$ cat src/sv/simon_128_128_block_encrypt_assert.svh
// ----------------------------------------------------------------------------
// Assertion macros for the Simon 128/128 encrypt block
// Concurrent checks on clk, disabled while rst is high; empty when
// NO_ASSERTIONS is set.
// ----------------------------------------------------------------------------
`ifndef SIMON_128_128_BLOCK_ENCRYPT_ASSERT_SVH
`define SIMON_128_128_BLOCK_ENCRYPT_ASSERT_SVH

`ifndef NO_ASSERTIONS
// same-cycle implication
`define SIMON_ASSERT_NOW(lbl, ante, cons) \
  lbl: assert property (@(posedge clk) disable iff (rst) (ante) |-> (cons)) \
    else $error("simon128 check failed");
// next-cycle implication
`define SIMON_ASSERT_NEXT(lbl, ante, cons) \
  lbl: assert property (@(posedge clk) disable iff (rst) (ante) |=> (cons)) \
    else $error("simon128 check failed");
`else
`define SIMON_ASSERT_NOW(lbl, ante, cons)
`define SIMON_ASSERT_NEXT(lbl, ante, cons)
`endif

`endif

$ cat src/sv/simon128_pkg.sv
// ----------------------------------------------------------------------------
// simon128_pkg
// Shared types and constants for the Simon 128/128 encrypt pipeline.
// ----------------------------------------------------------------------------
package simon128_pkg;

  localparam int unsigned WORD_W = 64;
  localparam int unsigned ROUNDS = 68;
  localparam int unsigned Z2_LEN = 62;
  localparam int unsigned ADDR_W = 4;

  // z2 sequence, entry 0 first
  localparam logic [0:Z2_LEN-1] Z2_SEQ =
    62'b10101111_01110000_00110100_10011000_10100001_00011111_10010110_110011;

  localparam logic [WORD_W-1:0] KS_CONST = 64'hFFFF_FFFF_FFFF_FFFC;

  // register index, decoded from paddr[3]
  localparam logic REG_KEY_LO = 1'b0;
  localparam logic REG_KEY_HI = 1'b1;

  typedef struct packed {
    logic [WORD_W-1:0] plain_hi;
    logic [WORD_W-1:0] plain_lo;
  } plain_t;

  typedef struct packed {
    logic [WORD_W-1:0] cipher_hi;
    logic [WORD_W-1:0] cipher_lo;
  } cipher_t;

  // one pipeline slot: Feistel halves plus the two live round keys
  typedef struct packed {
    logic [WORD_W-1:0] x;
    logic [WORD_W-1:0] y;
    logic [WORD_W-1:0] ka;
    logic [WORD_W-1:0] kb;
  } stage_t;

  typedef struct packed {
    logic [WORD_W-1:0] key_lo;
    logic [WORD_W-1:0] key_hi;
  } key_t;

  function automatic logic [WORD_W-1:0] rotl(input logic [WORD_W-1:0] v,
                                             input int unsigned s);
    rotl = (v << s) | (v >> (WORD_W - s));
  endfunction

  function automatic logic [WORD_W-1:0] rotr(input logic [WORD_W-1:0] v,
                                             input int unsigned s);
    rotr = (v >> s) | (v << (WORD_W - s));
  endfunction

endpackage

$ cat src/sv/simon128_regs.sv
// ----------------------------------------------------------------------------
// simon128_regs
// APB key register file: key_lo at 0x0, key_hi at 0x8.
// ----------------------------------------------------------------------------
module simon128_regs
  import simon128_pkg::*;
(
  input  logic              clk,
  input  logic              rst,
  input  logic              psel,
  input  logic              penable,
  input  logic              pwrite,
  input  logic [ADDR_W-1:0] paddr,
  input  logic [WORD_W-1:0] pwdata,
  output logic [WORD_W-1:0] prdata,
  output logic              pready,
  output key_t              key
);

  logic wr;

  assign pready = 1'b1;
  assign wr     = psel && penable && pwrite;

  always_ff @(posedge clk) begin
    if (rst) begin
      key.key_lo <= '0;
      key.key_hi <= '0;
    end else if (wr) begin
      unique case (paddr[3])
        REG_KEY_LO: key.key_lo <= pwdata;
        REG_KEY_HI: key.key_hi <= pwdata;
        default:    key.key_lo <= key.key_lo;
      endcase
    end
  end

  always_comb begin
    unique case (paddr[3])
      REG_KEY_LO: prdata = key.key_lo;
      REG_KEY_HI: prdata = key.key_hi;
      default:    prdata = '0;
    endcase
  end

endmodule

$ cat config.mk
export PLATFORM = sky130hd
export DESIGN_NAME = simon128_regs
export DESIGN_NICKNAME = d
export VERILOG_FILES = /design/src/sv/simon_128_128_block_encrypt_assert.svh /design/src/sv/simon128_pkg.sv /design/src/sv/simon128_regs.sv
export SDC_FILE = /design/constraint.sdc
export NUM_CORES = 1
export LEC_CHECK = 0
export ABC_AREA = 0
export BUFFER_PORTS_ARGS = -buffer_cell sky130_fd_sc_hd__buf_2
export CELL_PAD_IN_SITES_DETAIL_PLACEMENT = 1
export CELL_PAD_IN_SITES_GLOBAL_PLACEMENT = 2
export CORE_UTILIZATION = 30
export CTS_CLUSTER_DIAMETER = 50
export DETAILED_ROUTE_END_ITERATION = 8
export PLACE_DENSITY = 0.93
export REMOVE_ABC_BUFFERS = 1
export SLEW_MARGIN = 20
export SYNTH_ARGS = -nofsm -noshare
export SYNTH_HDL_FRONTEND = slang
export SYNTH_SLANG_ARGS = --single-unit
$ cat constraint.sdc
create_clock -name clk -period 2.8 [get_ports clk]
set_clock_uncertainty 0.2 [all_clocks]
set_input_delay 0.14 -clock clk [delete_from_list [all_inputs] [get_ports clk]]
set_output_delay 0.14 -clock clk [all_outputs]
set_load 0.005 [all_outputs]
==> run metrics <==
fin cells=1146; Min-Delay Endpoint=key[59]; layout cell share with drive strength beyond 1=41.3%; Max-Cap Viols=0; Pins Over Slew Limit=0; Setup-failing EPs final=0; Final #Nets=941; die area=20600 sq um; critical path arrival=1.36 ns; Post-Place Cells=1050; yosys warns=0; CP endpoint kind=output pin; hold path depth=3; CTS root buf=clkbuf_16; count of final hold-check violations=0; CTS max path bufs=2; sequential share of the synthesized area=42.6%; routed vias=about 5.1k; post-placement setup slack=approximately 0.86 ns; Min-Delay Path Class=primary input to register; chip width=144 um; PortBufs=~260; die height=144 um; first-pass GRT wire length=26900 um; Avg Cell Area, Syn=10.7 sq um; CTS Sinks=128; Largest regs=key (128); clock latency on the worst-skew pair=~0.40 ns; Post-DP HPWL=11600 um; Biggest register=key; CP required=2.46 ns; Max Freq=587 MHz; average wire per standard cell=15.0 um; CTS tree=built; flops & latches, synth=128; DRC viols=0; sw power=around 0.0010 W; post-synth cell types=13; vias in the first global route=5249; I/O pin total=266; Reg2Reg Setup Slack=1.91 ns; vias per inst=4.45; switch share=21.4%; status=complete, no violations; Reg-to-Reg Start=key[51]; Post-CTS Resized=0; FP Rows=51; min setup slack post-route=about 1.1 ns; max reg flops=128; RSZ-0062 raised after global routing=no; Reg-to-Reg End=key[51]; Crit path buffers/inverters=3; Gate power share=9.0%; ANT cells=0; slowest library cell on the worst path=buf_4; crit path time final=1.70 ns; placer congestion estimate=0.693; setup total negative slack=0 ns; Slew headroom=approximately three fifths; Post-Synthesis Cells=560; final instance area=8840 sq um; H-tree levels=4; effective utilization at floorplan=30.8%; DR iter-0 viols=between 100 and 150; Worst-Margin Slew=0.591 ns; clock transition at the registers of the reported paths=0.05 ns; final worst-path cycle share=60.8%; remaining global-route overflow=0; critical path class=primary input to output pin; area of the core=19500 sq um; CP Cell Sequence=buf_2 -> buf_4 -> mux2_2 -> buf_2; R2R depth=2; Total GRT Usage=16.8%; Hold Crit Start=penable; Clk network pwr share=52.0%; CP top delay family=buffers and inverters; pwr/cell area=between 500 and 600 nW/um^2; TritonCTS buffer count=17; Peak VDD IR=0.365 mV; CP most frequent cell=buf_2; drt pass-1 iters=4; largest net degree at the start of global routing=193; Synth Cell Area=~6000 sq um; P_int=0.00382 W; DRT antenna net count=0; static leakage=4.44 nW; dpl cell area=7520 sq um; sequential power share=between 30 and 40%; Setup crit start kind=primary input; CP max stage delay=0.43 ns; Crit Path Max Fanout=29; Layout area overhead=47.0%; antenna violations before repair=0; drt total wl=17200 um
[routing by layer]
metal	vias to the layer above	share of wire (%)	GRT usage, %
met5	-	0	0
met4	0	1.3	5.38
met3	14	4.8	4.17
met2	140	52	31.0
met1	2445	42	18.8
li1	2495	-	-
[Yosys cell counts, drive strengths merged]
cell	n	area, sq um
buf	21	129
nand2b	192	1200
nand4	1	6.26
and4	1	8.76
and4b	1	10.0
nand4b	1	8.76
dfxtp	128	2560
clkbuf	22	82.6
conb	1	3.75
mux2	64	721
mux2i	128	1280
[through the flow]
| step | utilization [%] | total power, W | hold slack [ns] |
|---|---|---|---|
| CTS | 45.3 | 0.00494 | 0.143 |
| global placement | 38.5 | 0.00229 | 0.225 |
| global route | 45.3 | 0.00506 | 0.173 |
| floorplan | - | 0.00211 | 0.116 |
| finish | 45.3 | 0.00486 | 0.158 |
| detailed placement | 38.5 | 0.00231 | 0.234 |
[cells by family (layout without fill, tap and decap cells)]
logic type,count (synthesis),count (layout),synth area share [%]
buf+inv,43,364,3.52
flops,128,128,42.6
other cells,1,1,0.0623
simple gates,196,196,20.5
mux,192,192,33.3
[worst max path at each step]
stage	from	endpoint	cells after the start
global route	paddr[3]	prdata[7]	4
floorplan	pwrite	key[0]	2
CTS	paddr[3]	prdata[1]	4
finish	paddr[3]	prdata[55]	4
detailed placement	paddr[3]	key[82]	4
global placement	paddr[3]	key[99]	4
[cell usage in the layout (no fill, tap or decap)]
| master | Yosys | layout |
|---|---|---|
| buf_12 | 0 | 2 |
| and4b_4 | 0 | 1 |
| bufinv_16 | 0 | 6 |
| dlygate4sd3_1 | 0 | 64 |
| and4_1 | 1 | 1 |
| nand2b_1 | 192 | 192 |
| clkinv_2 | 0 | 1 |
| mux2i_1 | 128 | 128 |
| nand4_1 | 1 | 1 |
| clkinv_4 | 0 | 4 |
| nand4b_1 | 1 | 1 |
| buf_4 | 2 | 6 |
| dfxtp_1 | 128 | 128 |
| clkbuf_1 | 22 | 1 |
| clkbuf_16 | 0 | 17 |
| clkinvlp_4 | 0 | 2 |
| clkbuf_8 | 0 | 1 |
| mux2_2 | 64 | 64 |
| buf_2 | 16 | 260 |
| conb_1 | 1 | 1 |
[area by class of cell]
class	count	area, sq um
clock buffers	19	443
clock inverters	13	235
fillers	2274	10700
multi-input cells	389	3240
flip-flops and latches	128	2560
well taps	265	332
repair buffers	332	2030
[power groups by stage]
stage	logic (W)	registers [W]	clock network [W]
after floorplan	0.000183	0.00193	0
after global placement	0.000362	0.00193	0
after detailed placement	0.000371	0.00193	0
after CTS	0.000443	0.00189	0.00260
after global routing	0.000480	0.00190	0.00268
final	0.000437	0.00189	0.00252
[timing repair]
item	CTS	global route
endpoints found under the hold margin	128	0
buffers inserted	0	0
hold buffers	64	0
[worst register-to-register path, cell delays in order (launching register included)]
cell and delay, ns:
dfxtp_1 0.36, nand2b_1 0.08, mux2i_1 0.17
Note: power is estimated with default switching activity, not from simulation.
