### src/sv/simon_128_128_block_encrypt_assert.svh
// ----------------------------------------------------------------------------
// Assertion macros for the Simon 128/128 encrypt block
// Concurrent checks on clk, disabled while rst is high; empty when
// NO_ASSERTIONS is set.
// ----------------------------------------------------------------------------
`ifndef SIMON_128_128_BLOCK_ENCRYPT_ASSERT_SVH
`define SIMON_128_128_BLOCK_ENCRYPT_ASSERT_SVH

`ifndef NO_ASSERTIONS
// same-cycle implication
`define SIMON_ASSERT_NOW(lbl, ante, cons) \
  lbl: assert property (@(posedge clk) disable iff (rst) (ante) |-> (cons)) \
    else $error("simon128 check failed");
// next-cycle implication
`define SIMON_ASSERT_NEXT(lbl, ante, cons) \
  lbl: assert property (@(posedge clk) disable iff (rst) (ante) |=> (cons)) \
    else $error("simon128 check failed");
`else
`define SIMON_ASSERT_NOW(lbl, ante, cons)
`define SIMON_ASSERT_NEXT(lbl, ante, cons)
`endif

`endif

### src/sv/simon128_pkg.sv
// ----------------------------------------------------------------------------
// simon128_pkg
// Shared types and constants for the Simon 128/128 encrypt pipeline.
// ----------------------------------------------------------------------------
package simon128_pkg;

  localparam int unsigned WORD_W = 64;
  localparam int unsigned ROUNDS = 68;
  localparam int unsigned Z2_LEN = 62;
  localparam int unsigned ADDR_W = 4;

  // z2 sequence, entry 0 first
  localparam logic [0:Z2_LEN-1] Z2_SEQ =
    62'b10101111_01110000_00110100_10011000_10100001_00011111_10010110_110011;

  localparam logic [WORD_W-1:0] KS_CONST = 64'hFFFF_FFFF_FFFF_FFFC;

  // register index, decoded from paddr[3]
  localparam logic REG_KEY_LO = 1'b0;
  localparam logic REG_KEY_HI = 1'b1;

  typedef struct packed {
    logic [WORD_W-1:0] plain_hi;
    logic [WORD_W-1:0] plain_lo;
  } plain_t;

  typedef struct packed {
    logic [WORD_W-1:0] cipher_hi;
    logic [WORD_W-1:0] cipher_lo;
  } cipher_t;

  // one pipeline slot: Feistel halves plus the two live round keys
  typedef struct packed {
    logic [WORD_W-1:0] x;
    logic [WORD_W-1:0] y;
    logic [WORD_W-1:0] ka;
    logic [WORD_W-1:0] kb;
  } stage_t;

  typedef struct packed {
    logic [WORD_W-1:0] key_lo;
    logic [WORD_W-1:0] key_hi;
  } key_t;

  function automatic logic [WORD_W-1:0] rotl(input logic [WORD_W-1:0] v,
                                             input int unsigned s);
    rotl = (v << s) | (v >> (WORD_W - s));
  endfunction

  function automatic logic [WORD_W-1:0] rotr(input logic [WORD_W-1:0] v,
                                             input int unsigned s);
    rotr = (v >> s) | (v << (WORD_W - s));
  endfunction

endpackage

### src/sv/simon128_stage.sv
// ----------------------------------------------------------------------------
// simon128_stage
// One registered Feistel round plus one key schedule step.
// ----------------------------------------------------------------------------
module simon128_stage
  import simon128_pkg::*;
(
  input  logic   clk,
  input  logic   rst,
  input  logic   en,
  input  logic   zbit,
  input  logic   prev_valid,
  input  stage_t prev,
  output logic   valid,
  output stage_t data
);

  stage_t            data_next;
  logic [WORD_W-1:0] r;

  always_comb begin
    r = rotr(prev.kb, 3);
    data_next.x  = prev.y ^ (rotl(prev.x, 1) & rotl(prev.x, 8)) ^ rotl(prev.x, 2)
                   ^ prev.ka;
    data_next.y  = prev.x;
    data_next.ka = prev.kb;
    data_next.kb = (KS_CONST ^ {{(WORD_W-1){1'b0}}, zbit}) ^ prev.ka ^ r ^ rotr(r, 1);
  end

  always_ff @(posedge clk) begin
    if (rst) begin
      valid <= 1'b0;
    end else if (en) begin
      valid <= prev_valid;
    end
  end

  always_ff @(posedge clk) begin
    if (en) begin
      data <= data_next;
    end
  end

endmodule

### config.mk
export PLATFORM = sky130hd
export DESIGN_NAME = simon128_stage
export DESIGN_NICKNAME = d
export VERILOG_FILES = /design/src/sv/simon_128_128_block_encrypt_assert.svh /design/src/sv/simon128_pkg.sv /design/src/sv/simon128_stage.sv
export SDC_FILE = /design/constraint.sdc
export NUM_CORES = 1
export LEC_CHECK = 0
export BUFFER_PORTS_ARGS = -buffer_cell sky130_fd_sc_hd__buf_4
export CORE_AREA = 2 2 204 206
export CTS_CLUSTER_SIZE = 16
export DETAILED_ROUTE_END_ITERATION = 7
export DIE_AREA = 0 0 206 208
export PLACE_DENSITY = 0.53
export RECOVER_POWER = 50
export SYNTH_ARGS = -nofsm -noshare
export SYNTH_HDL_FRONTEND = slang
export SYNTH_SLANG_ARGS = --single-unit
### constraint.sdc
create_clock -name clk -period 1 [get_ports clk]
set_input_delay 0.2 -clock clk [delete_from_list [all_inputs] [get_ports clk]]
set_output_delay 0.2 -clock clk [all_outputs]
set_load 0.01 [all_outputs]
==> impl_metrics.py <==
metrics = {
    "run_status": {
        "status": "finished, violations left",
        "violations": "negative setup slack",
    },
    "clock_network": {
        "cts.path.max_buffers": 3,
        "htree_levels": 1,
        "root_buffer": "clkbuf_16",
        "cts_made_buffers": 30,
        "clk_pin_slew_ns": 0.06,
        "worstSkewPairLatency_ns": 0.55,
        "cts.sinks": 257,
        "cts_tree": "yes",
    },
    "run": {
        "drv_cap": 0,
    },
    "grt": {
        "overflow": 0,
        "track_usage": 0.170,
        "grt_max_degree": 24,
        "antenna_found_initial": 1,
        "grt_first_pass_wirelength_um": 53900,
        "grt_pass1_vias": 8488,
    },
    "placement": {
        "place_ws_ns": -0.291,
        "hpwlAfterDp_um": 29100,
        "place.gp.congestion": 0.841,
        "dpl-instance-area_sq_um": 16200,
        "portBuffers": 517,
    },
    "logic_synthesis": {
        "ys_seq_area_frac": 0.695,
        "ys.flop_type": "edfxtp_1",
        "synth_top_cell_area_share": 0.693,
        "avgSynthCellArea_sq_um": 19.1,
        "async_flop_share": 0,
        "yosysWarningCount": 0,
        "yosys-top-cells-area": "edfxtp_1 (69%), xnor3_1 (13%), xor2_1 (10%)",
        "yosys.area.top_type": "edfxtp_1",
        "netlist_top_cells_count": "edfxtp_1 (256), xor2_1 (127), xnor2_1 (66)",
        "syn-cell-area_sq_um": 11100,
        "yosysUniqueCellTypes": 8,
        "synth_most_common_cell": "edfxtp_1",
        "syn_nets": 841,
        "syn_inst": 580,
        "ys_ff_latch": 257,
        "synth_edf_count": 256,
    },
    "setup_path": {
        "critPathLaunchType": "flip-flop",
        "path_cells": "buf_6",
        "critPathMaxFanout": 1,
        "cp_num_cells": 1,
        "end_kind": "output pin",
        "cp_slowest_cell": "edfxtp_1",
        "r2r-start": "valid$_SDFFE_PP0P_",
        "crit_arrival_ns": 1.18,
        "ff2ff_path_depth": 2,
        "setup.worst_path.start": "data[113]$_DFFE_PP_",
        "critPathKind": "flip-flop to output pin",
        "cp.required_ns": 0.80,
        "r2r_slack_ns": 0.39,
        "cp_num_buf_inv": 1,
        "crit_end": "data[113]",
        "slowest_delay_ns": 0.46,
        "path_delay_family": "flip-flops",
        "reg2reg_to": "valid$_SDFFE_PP0P_",
    },
    "floorplanning": {
        "core_area_sq_um": 40600,
        "rows": 74,
        "fp.dieH_um": 208,
        "die_area_sq_um": 42800,
        "die_x_um": 206,
        "initial_utilization": 0.274,
        "ioPinCount": 518,
    },
    "power": {
        "cellPowerDensity_nw_per_um2": 1620,
        "ir_drop_mv": 1.32,
        "p_leak_uw": 0.00871,
    },
    "routing": {
        "first_iter_violations": 303,
        "avgViaCountPerCell": 4.11,
        "drt_wl_total_um": 37800,
        "drc": 0,
        "dr.pass1.iters": 4,
        "vias": 7777,
        "wl_per_cell_um": 20.0,
        "antenna_left": 0,
    },
    "final_layout": {
        "antenna_cells": 0,
        "fin_area_sq_um": 19600,
        "layout-drive-gt1-share": 0.460,
        "finalNetCount": 1596,
        "area_growth_pct": 76.6,
    },
    "hold_path": {
        "hp-class": "primary input to flip-flop",
    },
    "timing": {
        "post-route-period-util": 1.38,
        "timing.final.ws_setup_ns": -0.379,
        "setup_viol": 302,
        "timing.fmax_mhz": 725,
        "rsz0062_at_grt": "true",
        "slew_headroom": 0.555,
        "drv_slew": 0,
        "hold_viol_final": 0,
        "period_needed_ns": 1.38,
        "finClkSkew_ns": 0,
        "tightest_slew_ns": 0.667,
    },
}
## registers in the layout, summed over array words and instances, names as in the netlist
register and cells:
valid 1, data 256
## metal layers
metal / up-vias / track usage / wire length, um / share of wire
met5: - / 0 / 11 / 0.00029
met4: 2 / 0.0562 / 1030 / 0.027
met3: 61 / 0.0362 / 2390 / 0.063
met2: 312 / 0.306 / 19800 / 0.52
met1: 3796 / 0.198 / 14600 / 0.39
li1: 3606 / - / - / -
## layout make-up
cell class / instances / area, sq um
clock inverter: 20 / 150
fill: 3558 / 21000
clock buffer: 35 / 791
timing repair buffer: 723 / 6770
sequential: 257 / 7710
tap: 532 / 666
multi-input combinational: 323 / 3510
## where the power goes
group	internal, uW	switching (uW)
Clock	6140	4420
Combinational	4390	2840
Sequential	13400	566
Total	23900	7830
## cells in the final DEF (no fill, tap or decap), types with 6 or more instances in the layout
master            n
dlygate4sd3_1   145
buf_6           256
clkinv_2         10
nand2_1          62
xnor2_1          65
xnor3_1          64
buf_4           293
clkbuf_16        31
dlymetal6s4s_1    7
xor2_1          114
clkinv_1          6
edfxtp_1        256
clkbuf_1         10
xor2_2           12
clkbuf_2         10
## per-stage QoR
stage               power (uW)  std cells   util  setup TNS, ns  hold WS [ns]
CTS                      31900       1893  0.478         -78.09       0.00673
finish                   31800       1890  0.483         -70.01        0.0398
global route             33100       1890  0.483         -87.47        0.0216
floorplan                16100        580      -              0         0.272
detailed placement       20100       1684  0.398          -2.11         0.360
global placement         20000       1684  0.398          -1.90         0.362
## worst min path at each step
stage / from / to / slack, ns / cells past startpoint
floorplan: rst / valid$_SDFFE_PP0P_ / 0.27 / 1
global placement: rst / valid$_SDFFE_PP0P_ / 0.36 / 2
detailed placement: rst / valid$_SDFFE_PP0P_ / 0.36 / 2
CTS: prev[104] / data[40]$_DFFE_PP_ / 0.007 / 3
global route: prev[103] / data[39]$_DFFE_PP_ / 0.02 / 3
finish: prev[104] / data[40]$_DFFE_PP_ / 0.04 / 3
## logic make-up after synthesis
logic type,after synthesis,synth area share
AND/OR/NAND/NOR,65,0.0220
XOR/XNOR,257,0.282
multiplexers,1,0.000902
flip-flops,257,0.695
## what timing repair did
item / CTS / global route
endpoints found under the hold margin: 182 / 0
endpoints found under the setup margin: 257 / 295
buffers inserted: 0 / 2
hold buffers: 154 / 0
gates resized for setup: 195 / 90
pin swaps: 0 / 17
Power figures use the tool's default switching activity.
