==> src/sv/simon_128_128_block_encrypt_assert.svh <==
// ----------------------------------------------------------------------------
// Assertion macros for the Simon 128/128 encrypt block
// Concurrent checks on clk, disabled while rst is high; empty when
// NO_ASSERTIONS is set.
// ----------------------------------------------------------------------------
`ifndef SIMON_128_128_BLOCK_ENCRYPT_ASSERT_SVH
`define SIMON_128_128_BLOCK_ENCRYPT_ASSERT_SVH

`ifndef NO_ASSERTIONS
// same-cycle implication
`define SIMON_ASSERT_NOW(lbl, ante, cons) \
  lbl: assert property (@(posedge clk) disable iff (rst) (ante) |-> (cons)) \
    else $error("simon128 check failed");
// next-cycle implication
`define SIMON_ASSERT_NEXT(lbl, ante, cons) \
  lbl: assert property (@(posedge clk) disable iff (rst) (ante) |=> (cons)) \
    else $error("simon128 check failed");
`else
`define SIMON_ASSERT_NOW(lbl, ante, cons)
`define SIMON_ASSERT_NEXT(lbl, ante, cons)
`endif

`endif

==> src/sv/simon128_pkg.sv <==
// ----------------------------------------------------------------------------
// simon128_pkg
// Shared types and constants for the Simon 128/128 encrypt pipeline.
// ----------------------------------------------------------------------------
package simon128_pkg;

  localparam int unsigned WORD_W = 64;
  localparam int unsigned ROUNDS = 68;
  localparam int unsigned Z2_LEN = 62;
  localparam int unsigned ADDR_W = 4;

  // z2 sequence, entry 0 first
  localparam logic [0:Z2_LEN-1] Z2_SEQ =
    62'b10101111_01110000_00110100_10011000_10100001_00011111_10010110_110011;

  localparam logic [WORD_W-1:0] KS_CONST = 64'hFFFF_FFFF_FFFF_FFFC;

  // register index, decoded from paddr[3]
  localparam logic REG_KEY_LO = 1'b0;
  localparam logic REG_KEY_HI = 1'b1;

  typedef struct packed {
    logic [WORD_W-1:0] plain_hi;
    logic [WORD_W-1:0] plain_lo;
  } plain_t;

  typedef struct packed {
    logic [WORD_W-1:0] cipher_hi;
    logic [WORD_W-1:0] cipher_lo;
  } cipher_t;

  // one pipeline slot: Feistel halves plus the two live round keys
  typedef struct packed {
    logic [WORD_W-1:0] x;
    logic [WORD_W-1:0] y;
    logic [WORD_W-1:0] ka;
    logic [WORD_W-1:0] kb;
  } stage_t;

  typedef struct packed {
    logic [WORD_W-1:0] key_lo;
    logic [WORD_W-1:0] key_hi;
  } key_t;

  function automatic logic [WORD_W-1:0] rotl(input logic [WORD_W-1:0] v,
                                             input int unsigned s);
    rotl = (v << s) | (v >> (WORD_W - s));
  endfunction

  function automatic logic [WORD_W-1:0] rotr(input logic [WORD_W-1:0] v,
                                             input int unsigned s);
    rotr = (v >> s) | (v << (WORD_W - s));
  endfunction

endpackage

==> src/sv/simon128_skid.sv <==
// ----------------------------------------------------------------------------
// simon128_skid
// Output register with one spare entry; upstream ready is a flop.
// ----------------------------------------------------------------------------
module simon128_skid
  import simon128_pkg::*;
(
  input  logic    clk,
  input  logic    rst,
  input  logic    up_valid,
  input  cipher_t up_data,
  output logic    up_ready,
  output logic    out_valid,
  output cipher_t out_data,
  input  logic    out_ready
);

  `include "simon_128_128_block_encrypt_assert.svh"

  logic    spare_valid;
  cipher_t spare_data;
  logic    push;
  logic    drain;

  assign up_ready = !spare_valid;
  assign push     = up_valid && up_ready;
  assign drain    = !out_valid || out_ready;

  always_ff @(posedge clk) begin
    if (rst) begin
      out_valid   <= 1'b0;
      spare_valid <= 1'b0;
    end else if (drain) begin
      out_valid   <= spare_valid || push;
      spare_valid <= 1'b0;
    end else if (push) begin
      spare_valid <= 1'b1;
    end
  end

  always_ff @(posedge clk) begin
    if (drain) begin
      out_data <= spare_valid ? spare_data : up_data;
    end
    if (!drain && push) begin
      spare_data <= up_data;
    end
  end

  // spare fills only behind a held output
  `SIMON_ASSERT_NOW(a_spare_behind_out, spare_valid, out_valid)
  // a transaction arriving against a stalled output lands in the spare
  `SIMON_ASSERT_NEXT(a_stall_to_spare, push && out_valid && !out_ready, spare_valid)
  // spare drains first when the receiver takes
  `SIMON_ASSERT_NEXT(a_spare_drains, spare_valid && out_ready, !spare_valid && out_valid)

endmodule

==> config.mk <==
export PLATFORM = sky130hd
export DESIGN_NAME = simon128_skid
export DESIGN_NICKNAME = d
export VERILOG_FILES = /design/src/sv/simon128_pkg.sv /design/src/sv/simon128_skid.sv
export VERILOG_INCLUDE_DIRS = /design/src /design/src/sv
export SDC_FILE = /design/constraint.sdc
export NUM_CORES = 1
export LEC_CHECK = 0
export ABC_AREA = 1
export CAP_MARGIN = 10
export CORE_MARGIN = 10
export CORE_UTILIZATION = 53
export DETAILED_ROUTE_END_ITERATION = 10
export DONT_BUFFER_PORTS = 1
export PLACE_DENSITY_LB_ADDON = 0.15
export SLEW_MARGIN = 25
export SYNTH_ARGS = -nofsm -noshare
export SYNTH_HDL_FRONTEND = slang
export SYNTH_SLANG_ARGS = --single-unit
==> constraint.sdc <==
create_clock -name clk -period 25.2 [get_ports clk]
set_input_delay 1.26 -clock clk [delete_from_list [all_inputs] [get_ports clk]]
set_output_delay 1.26 -clock clk [all_outputs]
set_load 0.005 [all_outputs]
==> metrics list, run 1 <==
* Result of the run: completed
- Pre-CTS WS: roughly 21 ns
- The worst register-to-register path ends at spare_data[11]$_DFFE_PP_.
- The initial antenna violation count was 0.
- The number of gates resized after CTS was 0.
- Setup violations remaining at the end of the flow were counted as 0.
- Die Width: about 150 um
* Hold/Removal Path Class: reg2reg
- Most instantiated cells after synthesis: nand2_1, edfxtp_1, buf_4, buf_6, buf_2
- Transition at the pin with the smallest max-transition slack: between 0.9 and 1 ns
* Count of input and output buffers: 0
- During I/O placement, the number of pins put on the boundary was 262.
* P_leak: approximately 4.1 nW
- RSZ-0062 raised after global routing: no
* Synth top area cells: edfxtp_1, nand2_1, buf_6
* Starting Density: 54.28%
- The number of different library cells used by synthesis comes to 11.
- Clock tree from TritonCTS: yes
* Root Buffer Master: clkbuf_16
- Weighted congestion reported at the end of routability-driven placement: 0.7570
- Total congestion overflow: 0
* Final Max Tran Viols: 0
* Vias per cell: just over 5
* Worst path arrival time: approximately 3.3 ns
- Length of the first detailed-routing pass in iterations: 5
- Post-synth top area cell: edfxtp_1
- Setup CP Type: in2reg
- Critical Path RT: between 20 and 30 ns
* Gr usage total: approximately 16%
- Counting every instance in the synthesized netlist gives 682.
- Layout overhead on the synthesized area: 10.89%
- Max-cap violations in this run came to 0.
* Clock tree skew after final layout: 0.01111 ns
- Cell breakdown of the critical path: inv_1, nand2_4, nor2_4, buf_16, buf_6
- Max IR drop VDD: approximately 63 uV
- Clock Latency Late Sink: slightly above 0.5 ns
* Gr busiest metal: met2
* Filler cells: roughly 1300
- In this run the post-CTS setup repair buffer count came out at 0.
- Met2 Usage GRT: around 26%
- Number of synthesized register bits: approximately 260
- Including well taps, the total number of placed cells is 882.
* Dominant synthesized flop cell: edfxtp_1
- Setup slack closes at 22.03 ns.
- The worst setup path is captured at a flop.
- Among all cell types in the netlist, the one instantiated most often is nand2_1.
- The core region is 17420 sq um.
* Maximum cell stage delay along the critical path: between 0.6 and 0.7 ns
- CTS buffer count: 26
- For this run, global-route usage on met3 was measured as under 10%.
- Sequential share of the synthesized area: between 80% and 90%
- For this run, the post-layout net count is ~800.
- The floorplan has 48 rows.
- F_max: approximately 320 MHz
* Met1 Usage GRT: between 15 and 20%
- DRC violation count after routing: 0
* H-Tree Depth: 1
- In the synthesized netlist the async set-or-reset flop fraction comes to 0%.
- Broken down by cell family, the worst path's largest delay share belongs to simple AND/OR/NAND/NOR gates.
- Buffer depth of the longest clock path: 3
- Worst path bufs/invs: 3
- Average wire per cell in the routed design: 21.62 um
- Final-layout setup total negative slack: 0 ns
- STA classifies the critical path startpoint as a primary input.
- The worst pin sits at a relative slew slack of about 34%.
- # diodes: 0
- Final critical path time including I/O delays and setup: 3.167 ns
- Number of synthesis warnings: 0
* Maximum fanout along the worst path: 90
- DRC violation total after the first TritonRoute iteration: ~380
- The cell area that synthesis handed to floorplanning was between 9000 and 10000 sq um.
- Entering global routing, the biggest net connects roughly 100 pins.
- Overall via count from detail_route: slightly below 5000
- P per Cell Area: a little under 90 nW/um^2
- For this design, the slowest cell found on the critical path is buf_6.
- Of the cells placed in the final design, the portion with a size suffix greater than 1 is 7.082%.
* Reg2reg start: spare_valid$_SDFFE_PP0P_
- Measured along the y axis, the die boundary spans 153.6 um.
- The clock drives ~260 sinks.
- After legalization and detailed placement, the total HPWL measured around 13000 um.
* Period utilization: 12.57%
- Reg2Reg Setup Slack: 22.28 ns
- The die covers between 20000 and 25000 sq um.
* Avg Synthesized Cell Area: 13.86 sq um
* Sum of routed wire length over all layers: approximately 20000 um
- Once layout is complete, the cells apart from fillers number 931.
* Synth top area share: roughly four fifths
- Total power for the finished layout comes to 938.4 uW.
- Number of hold-slack violations in the final timing report: 0
- After clock tree synthesis, the flow added hold-fix buffers numbering 0.
- Number of synthesized flops with an enable pin: 256
- Vias in the first global route: approximately 4800
- First-pass GRT wire length: 30120 um
- Number of cells traversed by the worst hold path: 2
- For the worst flop-to-flop path, the logic depth is 5.
* Worst Hold Path EP: out_data[53]$_DFFE_PP_
- The count of nets left with antenna violations once routing finished came out at 0.
* Clock transition time at the flip-flop clock pins of the worst setup and hold paths: 0.06 ns
- Syn nets: ~800
- The worst hold path begins at spare_data[53]$_DFFE_PP_.
-- state kept, by name (all words and copies together) (netlist names) --
name,count
out_data,128
out_valid,1
spare_data,128
spare_valid,1
-- per-layer routing --
layer,part of all wire (%),vias to the layer above
li1,-,2311
met1,36,2260
met2,48,205
met3,14,25
met4,1.8,0
met5,0,-
-- tightest hold or removal path: stages (launching register included) --
cell and delay, ns:
edfxtp_1 0.32, nand2_1 0.05, nand2_1 0.05
-- worst max path at each step --
stage	from	cells after the start	slack [ns]	end
finish	out_ready	5	22.03	spare_data[11]$_DFFE_PP_
global placement	out_ready	4	20.94	spare_data[91]$_DFFE_PP_
global route	out_ready	5	21.83	spare_data[7]$_DFFE_PP_
detailed placement	out_ready	4	21.16	spare_data[103]$_DFFE_PP_
floorplan	out_ready	3	14.66	spare_data[0]$_DFFE_PP_
CTS	out_ready	4	21.70	spare_data[101]$_DFFE_PP_
-- per-stage QoR --
| step | cell area [sq um] | hold WS [ns] | util [%] |
|---|---|---|---|
| final | 10480 | 0.5117 | 60.19 |
| after global routing | 10480 | 0.5301 | 60.19 |
| after CTS | 10450 | 0.5142 | 60.01 |
| after detailed placement | 9549 | 0.5028 | 54.83 |
| after global placement | 9545 | 0.5012 | 54.81 |
| after floorplan | 9454 | 0.4869 | - |
-- placed cells by master (no fill, tap or decap) --
master and n:
buf_16 1, inv_4 1, nand2_1 386, nand2_4 1, clkinv_1 5, clkinv_4 1
clkbuf_16 27, clkbuf_1 2, dfxtp_1 1, nand3_1 1, nor2_1 2, buf_6 2
bufinv_16 5, clkinvlp_4 1, o21ai_0 1, inv_1 2, nor2_4 1, buf_4 2
edfxtp_1 256, dfxtp_4 1, clkinv_2 7
-- report_power, final --
group	switching, mW	internal [mW]
sequential	0.0148	0.501
clock	0.154	0.246
combinational	0.0168	0.00635
total	0.185	0.753
-- area by class of cell --
| cell class | count | area, sq um | area share, % |
|---|---|---|---|
| clock inverters | 19 | 220.2 | 2.100 |
| well taps | 225 | 281.5 | 2.685 |
| clock buffers | 29 | 683.2 | 6.516 |
| inverters | 3 | 13.76 | 0.1313 |
| repair buffers | 5 | 65.06 | 0.6206 |
| flip-flops and latches | 258 | 7731 | 73.74 |
| multi-input cells | 392 | 1489 | 14.20 |
-- cells by family after synthesis --
logic type,share of synthesized area (%)
buffers and inverters,2.673
AOI/OAI and AO/OA,0.05289
and+or+nand+nor,15.54
DFF,81.74
Power figures use the tool's default switching activity.
==> run 2: changes to the inputs <==
--- a/config.mk
+++ b/config.mk
@@ -6,7 +6,7 @@
 export SDC_FILE = /design/constraint.sdc
 export NUM_CORES = 1
 export LEC_CHECK = 0
-export ABC_AREA = 1
+export ABC_AREA = 0
 export CAP_MARGIN = 10
 export CORE_MARGIN = 10
 export CORE_UTILIZATION = 53
==> constraint.sdc (replaced) <==
create_clock -name clk -period 3.3 [get_ports clk]
set_input_delay 0.165 -clock clk [delete_from_list [all_inputs] [get_ports clk]]
set_output_delay 0.165 -clock clk [all_outputs]
set_load 0.005 [all_outputs]
==> run 2 against run 1 <==
Die area up 2.0%. Clock skew increased by 0.0046 ns. Area after synthesis grew 2.3%. Critical path depth is 3 lower. Largest cell class unchanged. Clock power rose to 6.8 times the previous value. Critical endpoint is now up_ready. Critical path type is now reg2out.
==> metrics list, run 2 <==
- The met3 usage in global routing came to 7.775% (-1.7 points).
- The number of clock sinks seen by CTS is 258 (unchanged).
- Gr busiest metal: met2
- Final Max Tran Viols: 0 (unchanged)
* P_leak: 4.249 nW (+3.6%)
- The worst clock skew on the final layout was 0.01567 ns (+0.004559 ns).
* Filler cells: 1158 (-13%)
- Most frequent cells in the layout: edfxtp_1, dlygate4sd3_1, mux2_4
- DRC violation count after routing: 0 (unchanged)
* CP delay by family, top: flip-flops
- F_max: 466.2 MHz
- Sum of routed wire length over all layers: 19650 um (-2.4%)
* Die Width: 155.1 um (+1.0%)
- The async set-reset flop share out of synthesis was 0% (unchanged).
* Post-synthesis cell count: 407 (-40%)
- The mean routed wirelength per cell was 24.35 um (+13%).
* Number of instances resized during post-cts repair: 0 (unchanged)
- The average instance area after synthesis came to 23.77 sq um (+71%).
* Proportion of layout cells with a drive suffix above 1: 29.98% (+23 points)
- Max Cap Violations: 0 (unchanged)
- By instance count, the leading cell after synthesis is edfxtp_1.
* Met1 Usage GRT: 18.17% (-0.41 points)
- Count of input and output buffers: 0 (unchanged)
* Floorplan core area: 17960 sq um (+3.1%)
* Final core utilization: 66.87% (+6.7 points)
* Clock Latency Late Sink: 0.51 ns (about the same)
* Type of element launching the critical path: flop
- Post-Place Cell Area: 9915 sq um (+3.8%)
- Clock tree from TritonCTS: yes
- Dominant synthesized flop cell: edfxtp_1
- Number of synthesized register bits: 258 (unchanged)
- Sequential share of the synthesized area: 79.88% (-1.9 points)
* Weighted congestion reported at the end of routability-driven placement: 0.7326 (-3.2%)
- The slowest stage of the critical path is the dfxtp_4 cell.
* Gr usage total: 15.59% (-0.63 points)
* Length of the first detailed-routing pass in iterations: 4 (-1)
- The normalized max-slew margin was 32.86% (-1.1 points).
* Critical Path RT: 3.13 ns (-22.20 ns)
* Max IR drop VDD: 532.7 uV (+750%)
- The worst setup path is captured at a primary output.
* Overall via count from detail_route: 4279 (-11%)
* Clock transition time at the flip-flop clock pins of the worst setup and hold paths: 0.07 ns (about the same)
* Number of synthesized flops with an enable pin: 256 (unchanged)
* DRC violation total after the first TritonRoute iteration: 198 (-47%)
* Final critical path time including I/O delays and setup: about 2.1 ns
- Final instance area: 12010 sq um (+15%)
- The area share of the largest cell type after synthesis is 79.46% (-1.9 points).
- The total standard cell area after synthesis is 9674 sq um (+2.3%).
- Compared with the post-synthesis result, the final layout area differs by 24.17%.
- Area of the die: 24060 sq um (+2.0%)
* Registers with the most flip-flops: out_data: 128 flops, spare_data: 128 flops
* DPL Wire Length: 12330 um (-8.5%)
- The pin count of the biggest net entering global routing was 131 (+30%).
* Number of standard-cell rows in the floorplan: 49 (+2.1%)
* Buffer depth of the longest clock path: 3 (unchanged)
- Number of synthesis warnings: 0 (unchanged)
- Count of nets left with antenna violations after detail routing: 0 (unchanged)
- Met2 Usage GRT: 25.14% (-0.48 points)
- Transition at the pin with the smallest max-transition slack: 1.007 ns (+0.01697 ns)
* Maximum cell stage delay along the critical path: 0.99 ns (+0.38 ns)
* Period utilization: 65.00%
* P per Cell Area: 581.1 nW/um^2 (+550%)
- The number of CTS-inserted buffers was 27 (+3.8%).
* RSZ-0062 raised after global routing: no
- Cell breakdown of the critical path: buf_4, inv_1
- Maximum fanout along the worst path: 63 (-30%)
- The final-stage net count came to 691 (-16%).
- The commonest cells after synthesis are edfxtp_1, mux2_4, mux2_2, buf_6, buf_2.
- Starting Density: 53.86% (-0.43 points)
- Number of hold-slack violations in the final timing report: 0 (unchanged)
- Syn nets: 539 (-34%)
- The final setup violation count came to 0 (unchanged).
- The per-cell via count in the routed design was 5.302 (+2.8%).
* Die Y-Extent: 155.1 um (+1.0%)
- The number of H-tree levels is 1 (unchanged).
* Total congestion overflow: 0 (unchanged)
* First-pass GRT wire length: 29550 um (-1.9%)
- The number of placed I/O pins came to 262 (unchanged).
* Antenna violations before repair: 1 (+1)
- Most common cell after layout, fill and taps aside: edfxtp_1
* Worst path bufs/invs: 2 (-1)
- Vias in the first global route: 4732 (-1.8%)
- In the post-synthesis netlist, the biggest area contributors are edfxtp_1, mux2_4, mux2_2.
- Result of the run: completed
- In this run the clock root is driven by a clkbuf_16.
* Hold/Removal Path Class: in2reg
- Post-synth top area cell: edfxtp_1
- The data arrival time at the worst-slack endpoint came to 1.98 ns (-1.32 ns).
* Setup CP Type: reg2out
- The distinct cell type count of the synthesized netlist came to 13 (+2).
==> run 2: kinds of logic (layout without fill, tap and decap cells) <==
kind of cell / after synthesis / in the layout / share of synthesized area, %
compound gates: 1 / 1 / 0.05168
buf+inv: 16 / 186 / 1.565
flops: 258 / 258 / 79.88
mux: 128 / 128 / 18.27
other cells: 0 / 1 / 0
simple gates: 4 / 4 / 0.2328
==> run 2: repair_timing <==
item	CTS	global route
buffers inserted	0	0
hold buffers	131	0
hold endpoints to repair	258	0
==> run 2: cell type report <==
class / instances / area (sq um) / area share [%]
Tap cell: 229 / 286.5 / 2.385
Antenna cell: 1 / 2.502 / 0.02083
Clock inverter: 14 / 86.33 / 0.7187
Clock buffer: 33 / 698.2 / 5.812
Timing Repair Buffer: 138 / 1389 / 11.56
Multi-Input combinational cell: 133 / 1814 / 15.10
Sequential cell: 258 / 7732 / 64.37
Inverter: 1 / 3.754 / 0.03125
==> run 2: final timing paths <==
path / from / endpoint / slack, ns / cells after the start
worst min-delay path: up_valid / spare_data[4]$_DFFE_PP_ / 0.24 / 2
worst max-delay path: spare_valid$_SDFFE_PP0P_ / up_ready / 1.16 / 2
worst min register to register: spare_data[29]$_DFFE_PP_ / out_data[29]$_DFFE_PP_ / 0.54 / 1
worst max register to register: spare_valid$_SDFFE_PP0P_ / out_data[127]$_DFFE_PP_ / 1.22 / 2
==> run 2: metal layers <==
layer  up-vias  wire length, um
met5         -                0
met4         0              354
met2       190             9604
met1      2129             7441
met3        23             2253
li1       1937                -
==> run 2: where the power goes <==
part           leakage [nW]  switching (mW)  total, mW  internal (mW)
Sequential             2.51           0.108       3.91           3.80
Clock                 0.388            1.15       2.71           1.57
Combinational          1.35           0.134      0.360          0.226
Total                  4.25            1.39       6.98           5.59
==> run 2: per-stage QoR <==
stage	total power [mW]	TNS, ns	std cells	setup slack (ns)	hold WS, ns
floorplan	4.106	-217.65	407	-1.700	0.2267
global placement	4.177	0	628	1.215	0.2317
global route	7.220	0	806	1.011	0.3008
finish	6.980	0	807	1.155	0.2362
CTS	7.037	0	806	1.076	0.2888
detailed placement	4.187	0	628	1.172	0.2368
==> run 3: changes to the inputs <==
==> constraint.sdc (replaced) <==
create_clock -name clk -period 1.8 [get_ports clk]
set_input_delay 0.09 -clock clk [delete_from_list [all_inputs] [get_ports clk]]
set_output_delay 0.09 -clock clk [all_outputs]
set_load 0.005 [all_outputs]
==> run 3 against run 2 <==
Sequential power up 83%. Hold slack worse by 0.18 ns. Critical endpoint is now spare_data[104]$_DFFE_PP_. Critical path depth up 1. Critical path type is now reg2reg. Die area unchanged. Power up 81%.
==> metrics list, run 3 (synthesis gave the netlist of run 2 again) <==
* Result of the run: completed
- Clock Latency Late Sink: 0.51 ns (about the same)
- Number of standard-cell rows in the floorplan: 49 (unchanged)
* First-pass GRT wire length: 29680 um (+0.47%)
- The fraction of layout instances using a drive strength above 1 came to 30.16% (+0.17 points).
* RSZ-0062 raised after global routing: no
* Clock transition time at the flip-flop clock pins of the worst setup and hold paths: 0.06 ns (about the same)
- F_max: approximately 660 MHz
- Max Cap Violations: 0 (unchanged)
- The number of stages on the worst hold path is 2 (unchanged).
- The top cell types in the final layout, fill and taps aside, are edfxtp_1, dlygate4sd3_1, mux2_4.
- Worst path bufs/invs: 1 (-1)
- Final Max Tran Viols: 0 (unchanged)
- Post-CTS Hold Buffers: 130 (-0.76%)
- Vias in the first global route: 4767 (+0.74%)
- Reg2reg start: out_valid$_SDFFE_PP0P_
* R2r worst-path depth: 3 (+1)
* Post-CTS setup repair buffer count: 0 (unchanged)
* Die Width: 155.1 um (unchanged)
* Share of total power consumed by net switching: 19.96% (+0.065 points)
* Maximum cell stage delay along the critical path: 0.39 ns (-0.60 ns)
- Count of nets left with antenna violations after detail routing: 0 (unchanged)
- The worst-margin pin slew came to 0.7497 ns (-0.2573 ns).
- Post-Place Cell Area: 9980 sq um (+0.66%)
* Number of hold-slack violations in the final timing report: 0 (unchanged)
* Vias per cell: 5.360 (+1.1%)
- Terminus of the critical flop-to-flop path: spare_data[104]$_DFFE_PP_
- The final antenna diode count is 0 (-1).
- The pin count of the biggest net entering global routing is 131 (unchanged).
- Reg2Reg Setup Slack: 0.28 ns (-0.94 ns)
- The footprint of the flip-flops and latches came to 7732 sq um (unchanged).
* CP delay by family, top: flip-flops
- Met1 Usage GRT: 17.99% (-0.17 points)
- The met2 demand-to-capacity share in global routing came to 25.36% (+0.22 points).
- Overall via count from detail_route: 4320 (+0.96%)
- Floorplan core area: 17960 sq um (unchanged)
- Post-route total power: 12.62 mW (+81%)
* CTS buffer count: 26 (-3.7%)
- The peak supply drop is 788.8 uV (+48%).
- The post-placement setup slack came to 0.3248 ns (-0.8476 ns).
- Worst path arrival time: 1.68 ns (-0.30 ns)
- Critical Path RT: 1.96 ns (-1.17 ns)
- Final-layout setup total negative slack: 0 ns (unchanged)
- Gr busiest metal: met2
* Clock tree skew after final layout: 0.006782 ns (-0.008889 ns)
* Starting Density: 53.86% (unchanged)
- Filler cells: 1143 (-1.3%)
- Type of element launching the critical path: flop
- The final-stage net count is 691 (unchanged).
* Die Y-Extent: 155.1 um (unchanged)
- Final critical path time including I/O delays and setup: between 1.5 and 2 ns
- Share of total power in sequential cells: 56.7% (+0.7 points)
- Number of instances resized during post-cts repair: 0 (unchanged)
* Root Buffer Master: clkbuf_16
* Hold/Removal Path Class: in2reg
- The final critical path takes up 84.18% of the cycle.
- Final core utilization: 67.01% (+0.14 points)
* H-Tree Depth: 1 (unchanged)
- Buffer depth of the longest clock path: 3 (unchanged)
- Registers with the most flip-flops: out_data: 128 flops, spare_data: 128 flops
- The total wire length is 19530 um (-0.63%).
* DRC violation total after the first TritonRoute iteration: 259 (+31%)
- Post-route worst hold slack: 0.05636 ns (-0.1798 ns)
* Weighted congestion reported at the end of routability-driven placement: 0.7359 (+0.45%)
* Count of input and output buffers: 0 (unchanged)
- Setup CP Type: reg2reg
* Logic pwr share: 5.4% (+0.2 points)
- The HPWL after detailed placement is 12820 um (+3.9%).
- The number of clock sinks seen by CTS was 258 (unchanged).
- The critical path goes through nand2b_4, nor3b_4, buf_12.
* Average wire per cell in the routed design: 24.23 um (-0.50%)
* I/O pin count: 262 (unchanged)
- The path with the worst hold slack has its endpoint at spare_data[118]$_DFFE_PP_.
* Critical Path End Type: flop
* Cell with the largest stage delay on the worst path: dfxtp_2
- P per Cell Area: 1048 nW/um^2 (+80%)
- Slew headroom: 50.02% (+17 points)
- Gr usage total: 15.66% (+0.073 points)
- Antenna violations before repair: 0 (-1)
* Area of combinational cells with multiple inputs: 1814 sq um (unchanged)
* Minimum setup slack in the final design: 0.2848 ns (-0.8703 ns)
- Maximum fanout along the worst path: 75 (+19%)
* Met3 layer usage reported by global route: 7.637% (-0.14 points)
- The final setup violation count came to 0 (unchanged).
- In this run the most critical hold path is launched from up_valid.
- Net Sw Power: 2.519 mW (+81%)
- The detailed-route DRC error count came to 0 (unchanged).
* Cell internal pwr: 10.10 mW (+81%)
- The area of the die is 24060 sq um (unchanged).
- Total congestion overflow: 0 (unchanged)
- Share of total power in the clock network: 38.0% (-0.9 points)
- Length of the first detailed-routing pass in iterations: 4 (unchanged)
- The leakage power figure was 4.249 nW (about the same).
- Final instance area: 12040 sq um (+0.21%)
- Number of cells in the finished layout apart from fillers: 806 (-0.12%)
* Count of placed standard cells including taps: 630 (+0.32%)
* Most common cell after layout, fill and taps aside: edfxtp_1
* Layout overhead on the synthesized area: 24.43%
- TritonCTS built the clock tree.
## run 3: layout make-up
cell class	instances	area share (%)
flip-flops and latches	258	64.23
multi-input cells	133	15.07
repair buffers	139	11.99
clock buffers	32	5.769
well taps	229	2.380
clock inverters	14	0.5197
inverters	1	0.03118
## run 3: power by group through the flow
stage                     clock network [mW]  registers [mW]  logic [mW]
after detailed placement                   0            7.28       0.405
after floorplan                            0            7.19       0.337
final                                   4.79            7.15       0.678
after global placement                     0            7.28       0.389
after global routing                    5.17            7.18       0.731
after CTS                               4.90            7.16       0.687
## run 3: worst max path at each step
stage,cells past startpoint,end,slack [ns],startpoint
final,3,spare_data[104]$_DFFE_PP_,0.28,out_valid$_SDFFE_PP0P_
after global routing,3,spare_data[107]$_DFFE_PP_,0.24,out_valid$_SDFFE_PP0P_
after CTS,2,up_ready,0.30,spare_valid$_SDFFE_PP0P_
after detailed placement,3,spare_data[125]$_DFFE_PP_,0.32,out_valid$_SDFFE_PP0P_
after global placement,3,spare_data[89]$_DFFE_PP_,0.34,out_valid$_SDFFE_PP0P_
after floorplan,2,spare_data[0]$_DFFE_PP_,-3.20,out_valid$_SDFFE_PP0P_
## run 3: per-layer routing
layer | up-vias | wire, um
met5 | - | 0
met4 | 0 | 458
met3 | 34 | 2261
met2 | 180 | 9750
met1 | 2174 | 7060
li1 | 1932 | -
